**config.mk**
```make
export PLATFORM = sky130hd
export DESIGN_NAME = key_debounce_repeat_long_press_core_flat
export DESIGN_NICKNAME = d
export VERILOG_FILES = /design/src/kdr_pkg.sv /design/src/kdr_if.sv /design/src/key_debounce_repeat_long_press_core.sv /design/src/kdr_key.sv /design/src/flat_wrapper.sv
export SDC_FILE = /design/constraint.sdc
export NUM_CORES = 1
export LEC_CHECK = 0
export BUFFER_PORTS_ARGS = -buffer_cell sky130_fd_sc_hd__buf_2
export CAP_MARGIN = 20
export CORE_ASPECT_RATIO = 0.5
export CORE_MARGIN = 2
export CORE_UTILIZATION = 47
export DETAILED_ROUTE_END_ITERATION = 7
export HOLD_SLACK_MARGIN = 0.12
export PLACE_DENSITY = 0.65
export SKIP_LAST_GASP = 1
export SYNTH_ARGS = -nofsm -noshare
export SYNTH_HDL_FRONTEND = slang
export SYNTH_HIERARCHICAL = 1
export SYNTH_SLANG_ARGS = --single-unit
```
**constraint.sdc**
```tcl
create_clock -name clk -period 6.7 [get_ports clk]
set_clock_uncertainty 0.15 [all_clocks]
set_input_delay 1.34 -clock clk [delete_from_list [all_inputs] [get_ports clk]]
set_output_delay 1.34 -clock clk [all_outputs]
set_load 0.01 [all_outputs]
```
**src/kdr_pkg.sv**
```systemverilog
package kdr_pkg;

  localparam int KEY_COUNT_DEF = 5;
  localparam int INT_W         = 8;
  localparam int CNT_W         = 16;
  localparam int CFG_IDX_W     = 3;

  localparam logic [INT_W-1:0] DEBOUNCE_LIMIT_RST = 8'd8;

  // register map
  localparam logic [CFG_IDX_W-1:0] REG_DEBOUNCE_LIMIT     = 3'd0;
  localparam logic [CFG_IDX_W-1:0] REG_FIRST_REPEAT_DELAY = 3'd1;
  localparam logic [CFG_IDX_W-1:0] REG_REPEAT_PERIOD      = 3'd2;
  localparam logic [CFG_IDX_W-1:0] REG_REPEAT_ENABLE_MASK = 3'd3;
  localparam logic [CFG_IDX_W-1:0] REG_LONG_DELAY         = 3'd4;
  localparam logic [CFG_IDX_W-1:0] REG_LONG_ENABLE_MASK   = 3'd5;

  // limits shared by every key
  typedef struct packed {
    logic [INT_W-1:0] debounce_limit;
    logic [CNT_W-1:0] first_repeat_delay;
    logic [CNT_W-1:0] repeat_period;
    logic [CNT_W-1:0] long_delay;
  } key_cfg_t;

  // per-key tick controls
  typedef struct packed {
    logic step;
    logic raw;
    logic lock_write;
    logic lock_value;
    logic repeat_en;
    logic long_en;
  } key_ctl_t;

  // per-key results of the tick being processed
  typedef struct packed {
    logic press;
    logic long_ev;
    logic level;
  } key_res_t;

endpackage

```
**src/kdr_if.sv**
```systemverilog
interface kdr_in_if #(
  parameter int KEY_COUNT = kdr_pkg::KEY_COUNT_DEF
);
  logic                 valid;
  logic                 ready;
  logic [KEY_COUNT-1:0] raw_keys;
  logic                 lock_write;
  logic [KEY_COUNT-1:0] lock_value;

  modport source (output valid, output raw_keys, output lock_write, output lock_value,
                  input ready);
  modport sink   (input valid, input raw_keys, input lock_write, input lock_value,
                  output ready);
endinterface

interface kdr_out_if #(
  parameter int KEY_COUNT = kdr_pkg::KEY_COUNT_DEF
);
  logic                 valid;
  logic                 ready;
  logic [KEY_COUNT-1:0] press_events;
  logic [KEY_COUNT-1:0] long_events;
  logic [KEY_COUNT-1:0] any_events;
  logic [KEY_COUNT-1:0] stable_levels;

  modport source (output valid, output press_events, output long_events,
                  output any_events, output stable_levels, input ready);
  modport sink   (input valid, input press_events, input long_events,
                  input any_events, input stable_levels, output ready);
endinterface

```
**src/key_debounce_repeat_long_press_core.sv**
```systemverilog
// pipeline: input register, combinational per-key logic, output register
// throughput: one scan tick per cycle while the output register is free or being drained
// backpressure: the input register holds while the output register is full and not taken
// reset (rst_n, synchronous): integrators, counters, flags and locks clear, debounce
// limit returns to 8 and other config registers to 0; both pipeline stages come up empty
module key_debounce_repeat_long_press_core #(
  parameter  int KEY_COUNT = kdr_pkg::KEY_COUNT_DEF,
  localparam int CfgW      = (KEY_COUNT > kdr_pkg::CNT_W) ? KEY_COUNT : kdr_pkg::CNT_W
) (
  input  logic                          clk,
  input  logic                          rst_n,
  kdr_in_if.sink                        in_ch,
  kdr_out_if.source                     out_ch,
  input  logic                          cfg_we,
  input  logic [kdr_pkg::CFG_IDX_W-1:0] cfg_index,
  input  logic [CfgW-1:0]               cfg_wdata
);

  // configuration registers
  logic [kdr_pkg::INT_W-1:0] debounce_limit_r;
  logic [kdr_pkg::CNT_W-1:0] first_repeat_delay_r;
  logic [kdr_pkg::CNT_W-1:0] repeat_period_r;
  logic [KEY_COUNT-1:0]      repeat_enable_mask_r;
  logic [kdr_pkg::CNT_W-1:0] long_delay_r;
  logic [KEY_COUNT-1:0]      long_enable_mask_r;

  always_ff @(posedge clk) begin
    if (!rst_n) begin
      debounce_limit_r     <= kdr_pkg::DEBOUNCE_LIMIT_RST;
      first_repeat_delay_r <= '0;
      repeat_period_r      <= '0;
      repeat_enable_mask_r <= '0;
      long_delay_r         <= '0;
      long_enable_mask_r   <= '0;
    end else if (cfg_we) begin
      unique case (cfg_index)
        kdr_pkg::REG_DEBOUNCE_LIMIT:
          debounce_limit_r <= cfg_wdata[kdr_pkg::INT_W-1:0];
        kdr_pkg::REG_FIRST_REPEAT_DELAY:
          first_repeat_delay_r <= cfg_wdata[kdr_pkg::CNT_W-1:0];
        kdr_pkg::REG_REPEAT_PERIOD:
          repeat_period_r <= cfg_wdata[kdr_pkg::CNT_W-1:0];
        kdr_pkg::REG_REPEAT_ENABLE_MASK:
          repeat_enable_mask_r <= cfg_wdata[KEY_COUNT-1:0];
        kdr_pkg::REG_LONG_DELAY:
          long_delay_r <= cfg_wdata[kdr_pkg::CNT_W-1:0];
        kdr_pkg::REG_LONG_ENABLE_MASK:
          long_enable_mask_r <= cfg_wdata[KEY_COUNT-1:0];
        default: ; // indexes past the map are dropped
      endcase
    end
  end

  // input register stage
  logic                 in_valid_r;
  logic [KEY_COUNT-1:0] raw_r;
  logic                 lock_write_r;
  logic [KEY_COUNT-1:0] lock_value_r;

  // output register stage
  logic                 out_valid_r;
  logic [KEY_COUNT-1:0] press_r;
  logic [KEY_COUNT-1:0] long_r;
  logic [KEY_COUNT-1:0] level_r;

  // a tick is processed when the output register is free or being drained
  logic step;
  assign step = in_valid_r && (!out_valid_r || out_ch.ready);

  assign in_ch.ready = !in_valid_r || step;

  always_ff @(posedge clk) begin
    if (!rst_n) begin
      in_valid_r <= 1'b0;
    end else if (in_ch.ready) begin
      in_valid_r <= in_ch.valid;
    end
  end

  // payload capture on every input transfer
  always_ff @(posedge clk) begin
    if (in_ch.valid && in_ch.ready) begin
      raw_r        <= in_ch.raw_keys;
      lock_write_r <= in_ch.lock_write;
      lock_value_r <= in_ch.lock_value;
    end
  end

  // per-key debounce, lock, repeat and long-press logic
  kdr_pkg::key_cfg_t key_cfg;
  kdr_pkg::key_ctl_t key_ctl [KEY_COUNT];
  kdr_pkg::key_res_t key_res [KEY_COUNT];
  logic [KEY_COUNT-1:0] press_nxt;
  logic [KEY_COUNT-1:0] long_nxt;
  logic [KEY_COUNT-1:0] level_nxt;

  assign key_cfg.debounce_limit     = debounce_limit_r;
  assign key_cfg.first_repeat_delay = first_repeat_delay_r;
  assign key_cfg.repeat_period      = repeat_period_r;
  assign key_cfg.long_delay         = long_delay_r;

  for (genvar k = 0; k < KEY_COUNT; k++) begin : g_key
    assign key_ctl[k].step       = step;
    assign key_ctl[k].raw        = raw_r[k];
    assign key_ctl[k].lock_write = lock_write_r;
    assign key_ctl[k].lock_value = lock_value_r[k];
    assign key_ctl[k].repeat_en  = repeat_enable_mask_r[k];
    assign key_ctl[k].long_en    = long_enable_mask_r[k];

    kdr_key u_key (
      .clk   (clk),
      .rst_n (rst_n),
      .cfg   (key_cfg),
      .ctl   (key_ctl[k]),
      .res   (key_res[k])
    );

    assign press_nxt[k] = key_res[k].press;
    assign long_nxt[k]  = key_res[k].long_ev;
    assign level_nxt[k] = key_res[k].level;
  end

  // result register: fills on a processed tick, empties on an output transfer
  always_ff @(posedge clk) begin
    if (!rst_n) begin
      out_valid_r <= 1'b0;
    end else if (step) begin
      out_valid_r <= 1'b1;
    end else if (out_ch.ready) begin
      out_valid_r <= 1'b0;
    end
  end

  always_ff @(posedge clk) begin
    if (step) begin
      press_r <= press_nxt;
      long_r  <= long_nxt;
      level_r <= level_nxt;
    end
  end

  assign out_ch.valid         = out_valid_r;
  assign out_ch.press_events  = press_r;
  assign out_ch.long_events   = long_r;
  assign out_ch.any_events    = press_r | long_r;
  assign out_ch.stable_levels = level_r;

endmodule

```
**src/kdr_key.sv**
```systemverilog
module kdr_key (
  input  logic              clk,
  input  logic              rst_n,
  input  kdr_pkg::key_cfg_t cfg,
  input  kdr_pkg::key_ctl_t ctl,
  output kdr_pkg::key_res_t res
);

  logic [kdr_pkg::INT_W-1:0] integ_r, integ_nxt;
  logic [kdr_pkg::CNT_W-1:0] first_cnt_r, first_cnt_nxt;
  logic [kdr_pkg::CNT_W-1:0] rep_cnt_r, rep_cnt_nxt;
  logic [kdr_pkg::CNT_W-1:0] long_cnt_r, long_cnt_nxt;
  logic deb_r, deb_nxt;
  logic prev_r, prev_nxt;
  logic lock_r, lock_nxt;
  logic long_flag_r, long_flag_nxt;
  logic long_fired_r, long_fired_nxt;
  logic press;

  always_comb begin
    integ_nxt      = integ_r;
    deb_nxt        = deb_r;
    first_cnt_nxt  = first_cnt_r;
    rep_cnt_nxt    = rep_cnt_r;
    long_cnt_nxt   = long_cnt_r;
    long_flag_nxt  = long_flag_r;
    long_fired_nxt = long_fired_r;
    lock_nxt       = ctl.lock_write ? ctl.lock_value : lock_r;
    press          = 1'b0;

    // saturating integrator, level moves only at a bound
    if (ctl.raw) begin
      if (integ_r < cfg.debounce_limit) integ_nxt = integ_r + 1'b1;
      else deb_nxt = 1'b1;
    end else begin
      if (integ_r != '0) integ_nxt = integ_r - 1'b1;
      else deb_nxt = 1'b0;
    end

    if (!deb_nxt) lock_nxt = 1'b0;

    if (lock_nxt) begin
      long_flag_nxt = 1'b0;
    end else begin
      press = deb_nxt & ~prev_r;

      if (ctl.repeat_en) begin
        if (deb_nxt) begin
          if (first_cnt_r < cfg.first_repeat_delay) begin
            first_cnt_nxt = first_cnt_r + 1'b1;
          end else if (rep_cnt_r < cfg.repeat_period) begin
            rep_cnt_nxt = rep_cnt_r + 1'b1;
          end else begin
            press       = 1'b1;
            rep_cnt_nxt = '0;
          end
        end else begin
          first_cnt_nxt = '0;
          rep_cnt_nxt   = '0;
        end
      end

      if (ctl.long_en) begin
        if (deb_nxt) begin
          if (long_cnt_r < cfg.long_delay) begin
            long_cnt_nxt = long_cnt_r + 1'b1;
          end else if (!long_fired_r) begin
            long_flag_nxt  = 1'b1;
            long_fired_nxt = 1'b1;
          end else begin
            long_flag_nxt = 1'b0;
          end
        end else begin
          long_flag_nxt  = 1'b0;
          long_fired_nxt = 1'b0;
          long_cnt_nxt   = '0;
        end
      end
    end

    prev_nxt = deb_nxt;
  end

  always_ff @(posedge clk) begin
    if (!rst_n) begin
      integ_r      <= '0;
      first_cnt_r  <= '0;
      rep_cnt_r    <= '0;
      long_cnt_r   <= '0;
      deb_r        <= 1'b0;
      prev_r       <= 1'b0;
      lock_r       <= 1'b0;
      long_flag_r  <= 1'b0;
      long_fired_r <= 1'b0;
    end else if (ctl.step) begin
      integ_r      <= integ_nxt;
      first_cnt_r  <= first_cnt_nxt;
      rep_cnt_r    <= rep_cnt_nxt;
      long_cnt_r   <= long_cnt_nxt;
      deb_r        <= deb_nxt;
      prev_r       <= prev_nxt;
      lock_r       <= lock_nxt;
      long_flag_r  <= long_flag_nxt;
      long_fired_r <= long_fired_nxt;
    end
  end

  assign res.press   = press;
  assign res.long_ev = long_flag_nxt;
  assign res.level   = deb_nxt;

endmodule
```
**src/flat_wrapper.sv**
```systemverilog
// flat-port wrapper written by rule: the top's interface ports become plain ports
module key_debounce_repeat_long_press_core_flat 
#(
  parameter  int KEY_COUNT = kdr_pkg::KEY_COUNT_DEF,
  localparam int CfgW      = (KEY_COUNT > kdr_pkg::CNT_W) ? KEY_COUNT : kdr_pkg::CNT_W
)
  (clk, rst_n, cfg_we, cfg_index, cfg_wdata, in_ch_valid, in_ch_raw_keys, in_ch_lock_write, in_ch_lock_value, in_ch_ready, out_ch_valid, out_ch_press_events, out_ch_long_events, out_ch_any_events, out_ch_stable_levels, out_ch_ready);
  kdr_in_if #(.KEY_COUNT(KEY_COUNT)) in_ch_i ();
  kdr_out_if #(.KEY_COUNT(KEY_COUNT)) out_ch_i ();
  input  logic clk;
  input  logic rst_n;
  input  logic cfg_we;
  input  logic [kdr_pkg::CFG_IDX_W-1:0] cfg_index;
  input  logic [CfgW-1:0] cfg_wdata;
  input wire logic [$bits(in_ch_i.valid)-1:0] in_ch_valid;
  input wire logic [$bits(in_ch_i.raw_keys)-1:0] in_ch_raw_keys;
  input wire logic [$bits(in_ch_i.lock_write)-1:0] in_ch_lock_write;
  input wire logic [$bits(in_ch_i.lock_value)-1:0] in_ch_lock_value;
  output wire logic [$bits(in_ch_i.ready)-1:0] in_ch_ready;
  output wire logic [$bits(out_ch_i.valid)-1:0] out_ch_valid;
  output wire logic [$bits(out_ch_i.press_events)-1:0] out_ch_press_events;
  output wire logic [$bits(out_ch_i.long_events)-1:0] out_ch_long_events;
  output wire logic [$bits(out_ch_i.any_events)-1:0] out_ch_any_events;
  output wire logic [$bits(out_ch_i.stable_levels)-1:0] out_ch_stable_levels;
  input wire logic [$bits(out_ch_i.ready)-1:0] out_ch_ready;
  assign in_ch_i.valid = in_ch_valid;
  assign in_ch_i.raw_keys = in_ch_raw_keys;
  assign in_ch_i.lock_write = in_ch_lock_write;
  assign in_ch_i.lock_value = in_ch_lock_value;
  assign in_ch_ready = in_ch_i.ready;
  assign out_ch_valid = out_ch_i.valid;
  assign out_ch_press_events = out_ch_i.press_events;
  assign out_ch_long_events = out_ch_i.long_events;
  assign out_ch_any_events = out_ch_i.any_events;
  assign out_ch_stable_levels = out_ch_i.stable_levels;
  assign out_ch_i.ready = out_ch_ready;
  key_debounce_repeat_long_press_core #(.KEY_COUNT(KEY_COUNT)) u_core (.clk(clk), .rst_n(rst_n), .in_ch(in_ch_i), .out_ch(out_ch_i), .cfg_we(cfg_we), .cfg_index(cfg_index), .cfg_wdata(cfg_wdata));
endmodule
```
==> impl_metrics.ini, run 1 <==
[global_route]
grt_max_degree = 67
grt_overflow = 0
track_usage = 0.244
antenna_found_initial = 0
first_global_vias = 21200
grt_pass1_wl_mm = 113

[logic_synthesis]
synth_edf_count = 26
syn_nets = 3487
synth_seq_area_share = 0.311
synth_cells = 3142
avgSynthCellArea_um2 = 8.33
ys_warn_count = 6
ys.flop_type = dfxtp_1
ys_types = 88
async_reset_ff_frac = 0
syn-cell-area_mm2 = 0.0262
ys_ff_latch = 394

[sta]
layout_min_cycle_time_ps = 3710
fin_ws_ps = 2990
clock.fmax_mhz = 270
finalSetupViolCount = 0
final_max_slew_viol_count = 0
post-route-period-util = 0.554
slew_headroom = 0.137
rsz0062_at_grt = false
whs_ps = 333
fin_setup_tns_ps = 0
worst_slew_pin_slew_ps = 1300
hold_viol_final = 0

[critical_path]
required_ps = 7010
cp-end-kind = flop
arrival_ps = 4020
cp-start-kind = flop
critical_path.max_fanout = 22
worstSetupPathType = reg -> reg

[drt]
drtIter0Drc = 1685
drc_errors = 0
vias = 22700
viasPerCell = 5.75
wl_per_cell_um = 18.0
wl_mm = 71.0
ant_nets = 0
first_pass_iters = 5

[clocking]
postCtsSetupBuffers = 0
hold_buffers = 0
cts_resized = 0
cts_tree = done
clockBufferDepth = 3
cts.sinks = 394
cts_buffers = 41
clk_latency_ps = 570
htree_levels = 2
clk_transition_reported_paths_ps = 70
root_buffer = clkbuf_16

[power]
power_leakage_nw = 11.0
power_density_mw_per_mm2 = 206
switchingPower_mw = 1.72
fin_total_pwr_mw = 5.86
comb_power_share = 0.162
ir_drop_mv = 0.193
switching_share = 0.293
seqPwrFrac = 0.425
clockPowerShare = 0.412
p_int_mw = 4.14

[final_layout]
final_common_cell = dfxtp_1
final_area_mm2 = 0.0285
drive_gt1_frac = 0.0685
most-common-layout-cells = dfxtp_1, nand2_1, inv_1, ha_1, nor2_1
syn_to_final_growth_pct = 8.95
stdcell_count = 3955
fin_util = 0.516
nNetsFinal = 3513
antennaDiodeCount = 0
nFillCells = 5284

[floorplan]
start_util = 0.474
core_region_area_mm2 = 0.0553
die_h_um = 171
dieWidth_um = 338
pin_count = 57
rows = 61
die-area_mm2 = 0.0577

[run_status]
outcome = finished, final reports clean

[placed_design]
place_area_mm2 = 0.0271
portBuffers = 56
placed_cells = 3875
dp_slack_ps = 2550
hpwl_mm = 52.3
place_congestion = 0.921

[min_path]
hold_path_class = reg -> reg

[job]
drv_cap = 0
==> power groups by stage <==
stage               clock network, mW  logic, mW  registers (mW)
global route                     2.56       1.04            2.50
global placement                    0      0.911            2.54
CTS                              2.46      0.935            2.49
floorplan                           0      0.714            2.52
finish                           2.42      0.952            2.49
detailed placement                  0      0.931            2.55
==> area by class of cell <==
type                       count  area [µm²]  share of cell area
clock inverter                22         246             0.00865
multi-input combinational   2327       16300               0.572
timing repair buffer          89         538              0.0189
inverter                     315        1190              0.0418
sequential                   394        8150               0.286
tap                          756         946              0.0332
clock buffer                  52        1140              0.0400
==> critical path, cell delays in order (launching register included) <==
cell       delay [ps]
dfxtp_1           590
inv_1             110
ha_1              350
and3_1            180
o2111ai_1         190
o221a_4           380
inv_2             440
o21a_1            520
nand2b_1          350
o32ai_1           350
==> flip-flops by register name, indices dropped and copies added (netlist names), 5 cells and up <==
name / cells
u_core/g_key.u_key/long_flag_r: 5
u_core/out_ch.stable_levels: 5
u_core/out_ch.press_events: 5
u_core/g_key.u_key/first_cnt_r: 80
u_core/g_key.u_key/long_fired_r: 5
u_core/g_key.u_key/rep_cnt_r: 80
u_core/out_ch.long_events: 5
u_core/debounce_limit_r: 8
u_core/lock_value_r: 5
u_core/first_repeat_delay_r: 16
u_core/raw_r: 5
u_core/g_key.u_key/lock_r: 5
u_core/g_key.u_key/prev_r: 5
u_core/repeat_enable_mask_r: 5
u_core/long_delay_r: 16
u_core/g_key.u_key/integ_r: 40
u_core/repeat_period_r: 16
u_core/long_enable_mask_r: 5
u_core/g_key.u_key/long_cnt_r: 80
==> per-layer routing <==
metal  share of wire  global-route usage  vias up
met4           0.024              0.0638        0
met3           0.055              0.0317      104
met1            0.47               0.340    10900
met5               0                   0        -
met2            0.45               0.398      515
li1                -                   -    11200
==> path summary, 6_finish.rpt <==
path                                              to  depth (start not counted)  slack, ps                               from
setup / recovery  u_core/g_key[4].u_key/rep_cnt_r[5]                          9       2990         u_core/debounce_limit_r[7]
hold reg to reg    u_core/g_key[3].u_key/long_flag_r                          2        330  u_core/g_key[3].u_key/long_flag_r
setup reg to reg  u_core/g_key[4].u_key/rep_cnt_r[5]                          9       2990         u_core/debounce_limit_r[7]
hold / removal     u_core/g_key[3].u_key/long_flag_r                          2        330  u_core/g_key[3].u_key/long_flag_r
==> cell usage after synthesis (all sizes together), types with 42 or more instances <==
cell,instances,area [µm²]
o211ai,42,325
xnor2,150,1310
a211oi,51,398
inv,315,1190
nand3,88,440
clkbuf,55,206
nand2,311,1170
mux2i,113,1130
o21ai,134,678
a21oi,196,981
nand4,50,313
buf,51,354
ha,305,3820
nor2,269,1010
and3,44,275
dfxtp,368,7370
nor3,86,430
==> cells by family after synthesis <==
group / Yosys count / synth area share
multiplexers: 115 / 0.0441
AO/OA/AOI/OAI: 650 / 0.170
XOR/XNOR: 159 / 0.0532
adder cells (fa/ha/maj): 310 / 0.150
AND/OR/NAND/NOR: 1093 / 0.205
flip-flops: 394 / 0.311
buffers and inverters: 421 / 0.0670
(Power assumes the default switching activity.)
==> run 2: changes to the inputs <==
- clock period: 6.7 -> 3.7 ns (I/O delays scaled with it)
==> run 2 against run 1 <==
Net effect:
- cell count rose by 2.3%
- register-to-register slack got worse by 2600 ps
- worst hold slack got worse by 120 ps
- die area did not move
- highest routed layer unchanged
- count of clock-buffer cells in the layout rose by 8
- clock power rose by 77%
- via count rose by 1.8%
- worst setup slack got worse by 2600 ps
- sequential cell count did not move
- sequential power rose by 81%
==> impl_metrics.ini, run 2 (synthesized netlist as in run 1, its figures left out) <==
[final_layout]
final_common_cell = dfxtp_1
reg_top3 = u_core/g_key.u_key/first_cnt_r (80), u_core/g_key.u_key/long_cnt_r (80), u_core/g_key.u_key/rep_cnt_r (80)
antennaDiodeCount = 0
syn_to_final_growth_pct = 11.6
drive_gt1_frac = 0.0939
stdcell_count = 4046
final_area_mm2 = 0.0292
nNetsFinal = 3605
most-common-layout-cells = dfxtp_1, nand2_1, inv_1, ha_1, nor2_1
fin_util = 0.528

[run_status]
outcome = finished, final reports clean

[floorplan]
rows = 61
pin_count = 57
core_region_area_mm2 = 0.0553
dieWidth_um = 338
die-area_mm2 = 0.0577
start_util = 0.474
die_h_um = 171

[global_route]
grt_overflow = 0
first_global_vias = 21400
groute.layer.met3.usage = 0.0450
top_usage_layer = met2
grt.met1_usage = 0.357
grt_max_degree = 81
grt_use_met2 = 0.413
antenna_found_initial = 2
grt_pass1_wl_mm = 118
track_usage = 0.260

[drt]
viasPerCell = 5.72
drc_errors = 0
wl_mm = 75.5
first_pass_iters = 5
drtIter0Drc = 1764
vias = 23100
ant_nets = 0
wl_per_cell_um = 18.7

[sta]
finalSetupViolCount = 0
worst_slew_pin_slew_ps = 989
rsz0062_at_grt = false
slew_headroom = 0.337
clock.fmax_mhz = 300
fin_setup_tns_ps = 0
post-route-period-util = 0.901
hold_viol_final = 0
final_max_slew_viol_count = 0
whs_ps = 208
layout_min_cycle_time_ps = 3330

[clocking]
cts_buffers = 41
cts_tree = done
hold_buffers = 0
clk_latency_ps = 560
clk_transition_reported_paths_ps = 70
postCtsSetupBuffers = 0
htree_levels = 2
cts.sinks = 394
cts_resized = 0
clockBufferDepth = 3
root_buffer = clkbuf_16

[critical_path]
slowest_delay_ps = 690
required_ps = 4030
worst-path-buf-inv = 1
arrival_ps = 3660
path_cells = inv_1 > ha_1 > and4_1 > nor3b_1 > a311oi_1 > o211ai_2 > and2_4 > or4_1 > a21oi_1
crit_family = simple AND/OR/NAND/NOR gates
cp-end-kind = flop
cp_slowest_cell = dfxtp_1
cp-start-kind = flop
worstSetupPathType = reg -> reg
critical_path.max_fanout = 12

[placed_design]
place_area_mm2 = 0.0278
place_congestion = 0.928
placed_cells = 3971
portBuffers = 56
hpwl_mm = 57.0

[power]
power_leakage_nw = 11.4
ir_drop_mv = 0.282
power_density_mw_per_mm2 = 363

[min_path]
hold_path_class = in -> reg

[job]
drv_cap = 0
run 2: cell count changes in the layout (fill, tap and decap cells not counted), sizes merged:
cell	before	now
buf	89	181
bufinv	5	3
clkbuf	52	60
clkinv	13	5
clkinvlp	3	4
run 2: routing by layer:
layer,up-vias,wire [µm]
li1,11400,-
met3,122,5590
met4,0,2310
met1,10900,34400
met5,-,0
met2,677,33200
run 2: where the power goes:
part           internal [mW]  switching, mW
combinational          0.658           1.16
clock                   2.44           1.84
sequential              4.38          0.114
total                   7.48           3.11
run 2: final timing paths:
check / startpoint / endpoint / slack, ps / cells after the start
worst max register to register: u_core/long_delay_r[9] / u_core/g_key[0].u_key/long_cnt_r[12] / 370 / 9
worst min register to register: u_core/long_delay_r[5] / u_core/long_delay_r[5] / 320 / 2
worst max-delay path: u_core/long_delay_r[9] / u_core/g_key[0].u_key/long_cnt_r[12] / 370 / 9
worst min-delay path: in_ch_lock_value[1] / u_core/lock_value_r[1] / 210 / 1
run 2: area by class of cell:
class                      count  area, µm²
clock buffer                  60       1190
tap                          756        946
sequential                   394       8150
clock inverter                13        158
fill                        5219      26100
inverter                     315       1190
timing repair buffer         181       1270
multi-input combinational   2327      16300
run 2: through the flow:
stage                     power, mW  setup WS [ps]
after floorplan                5.85            112
after global placement         6.35            485
after detailed placement       6.38            424
after CTS                      10.6            392
after global routing           11.0            240
final                          10.6            367
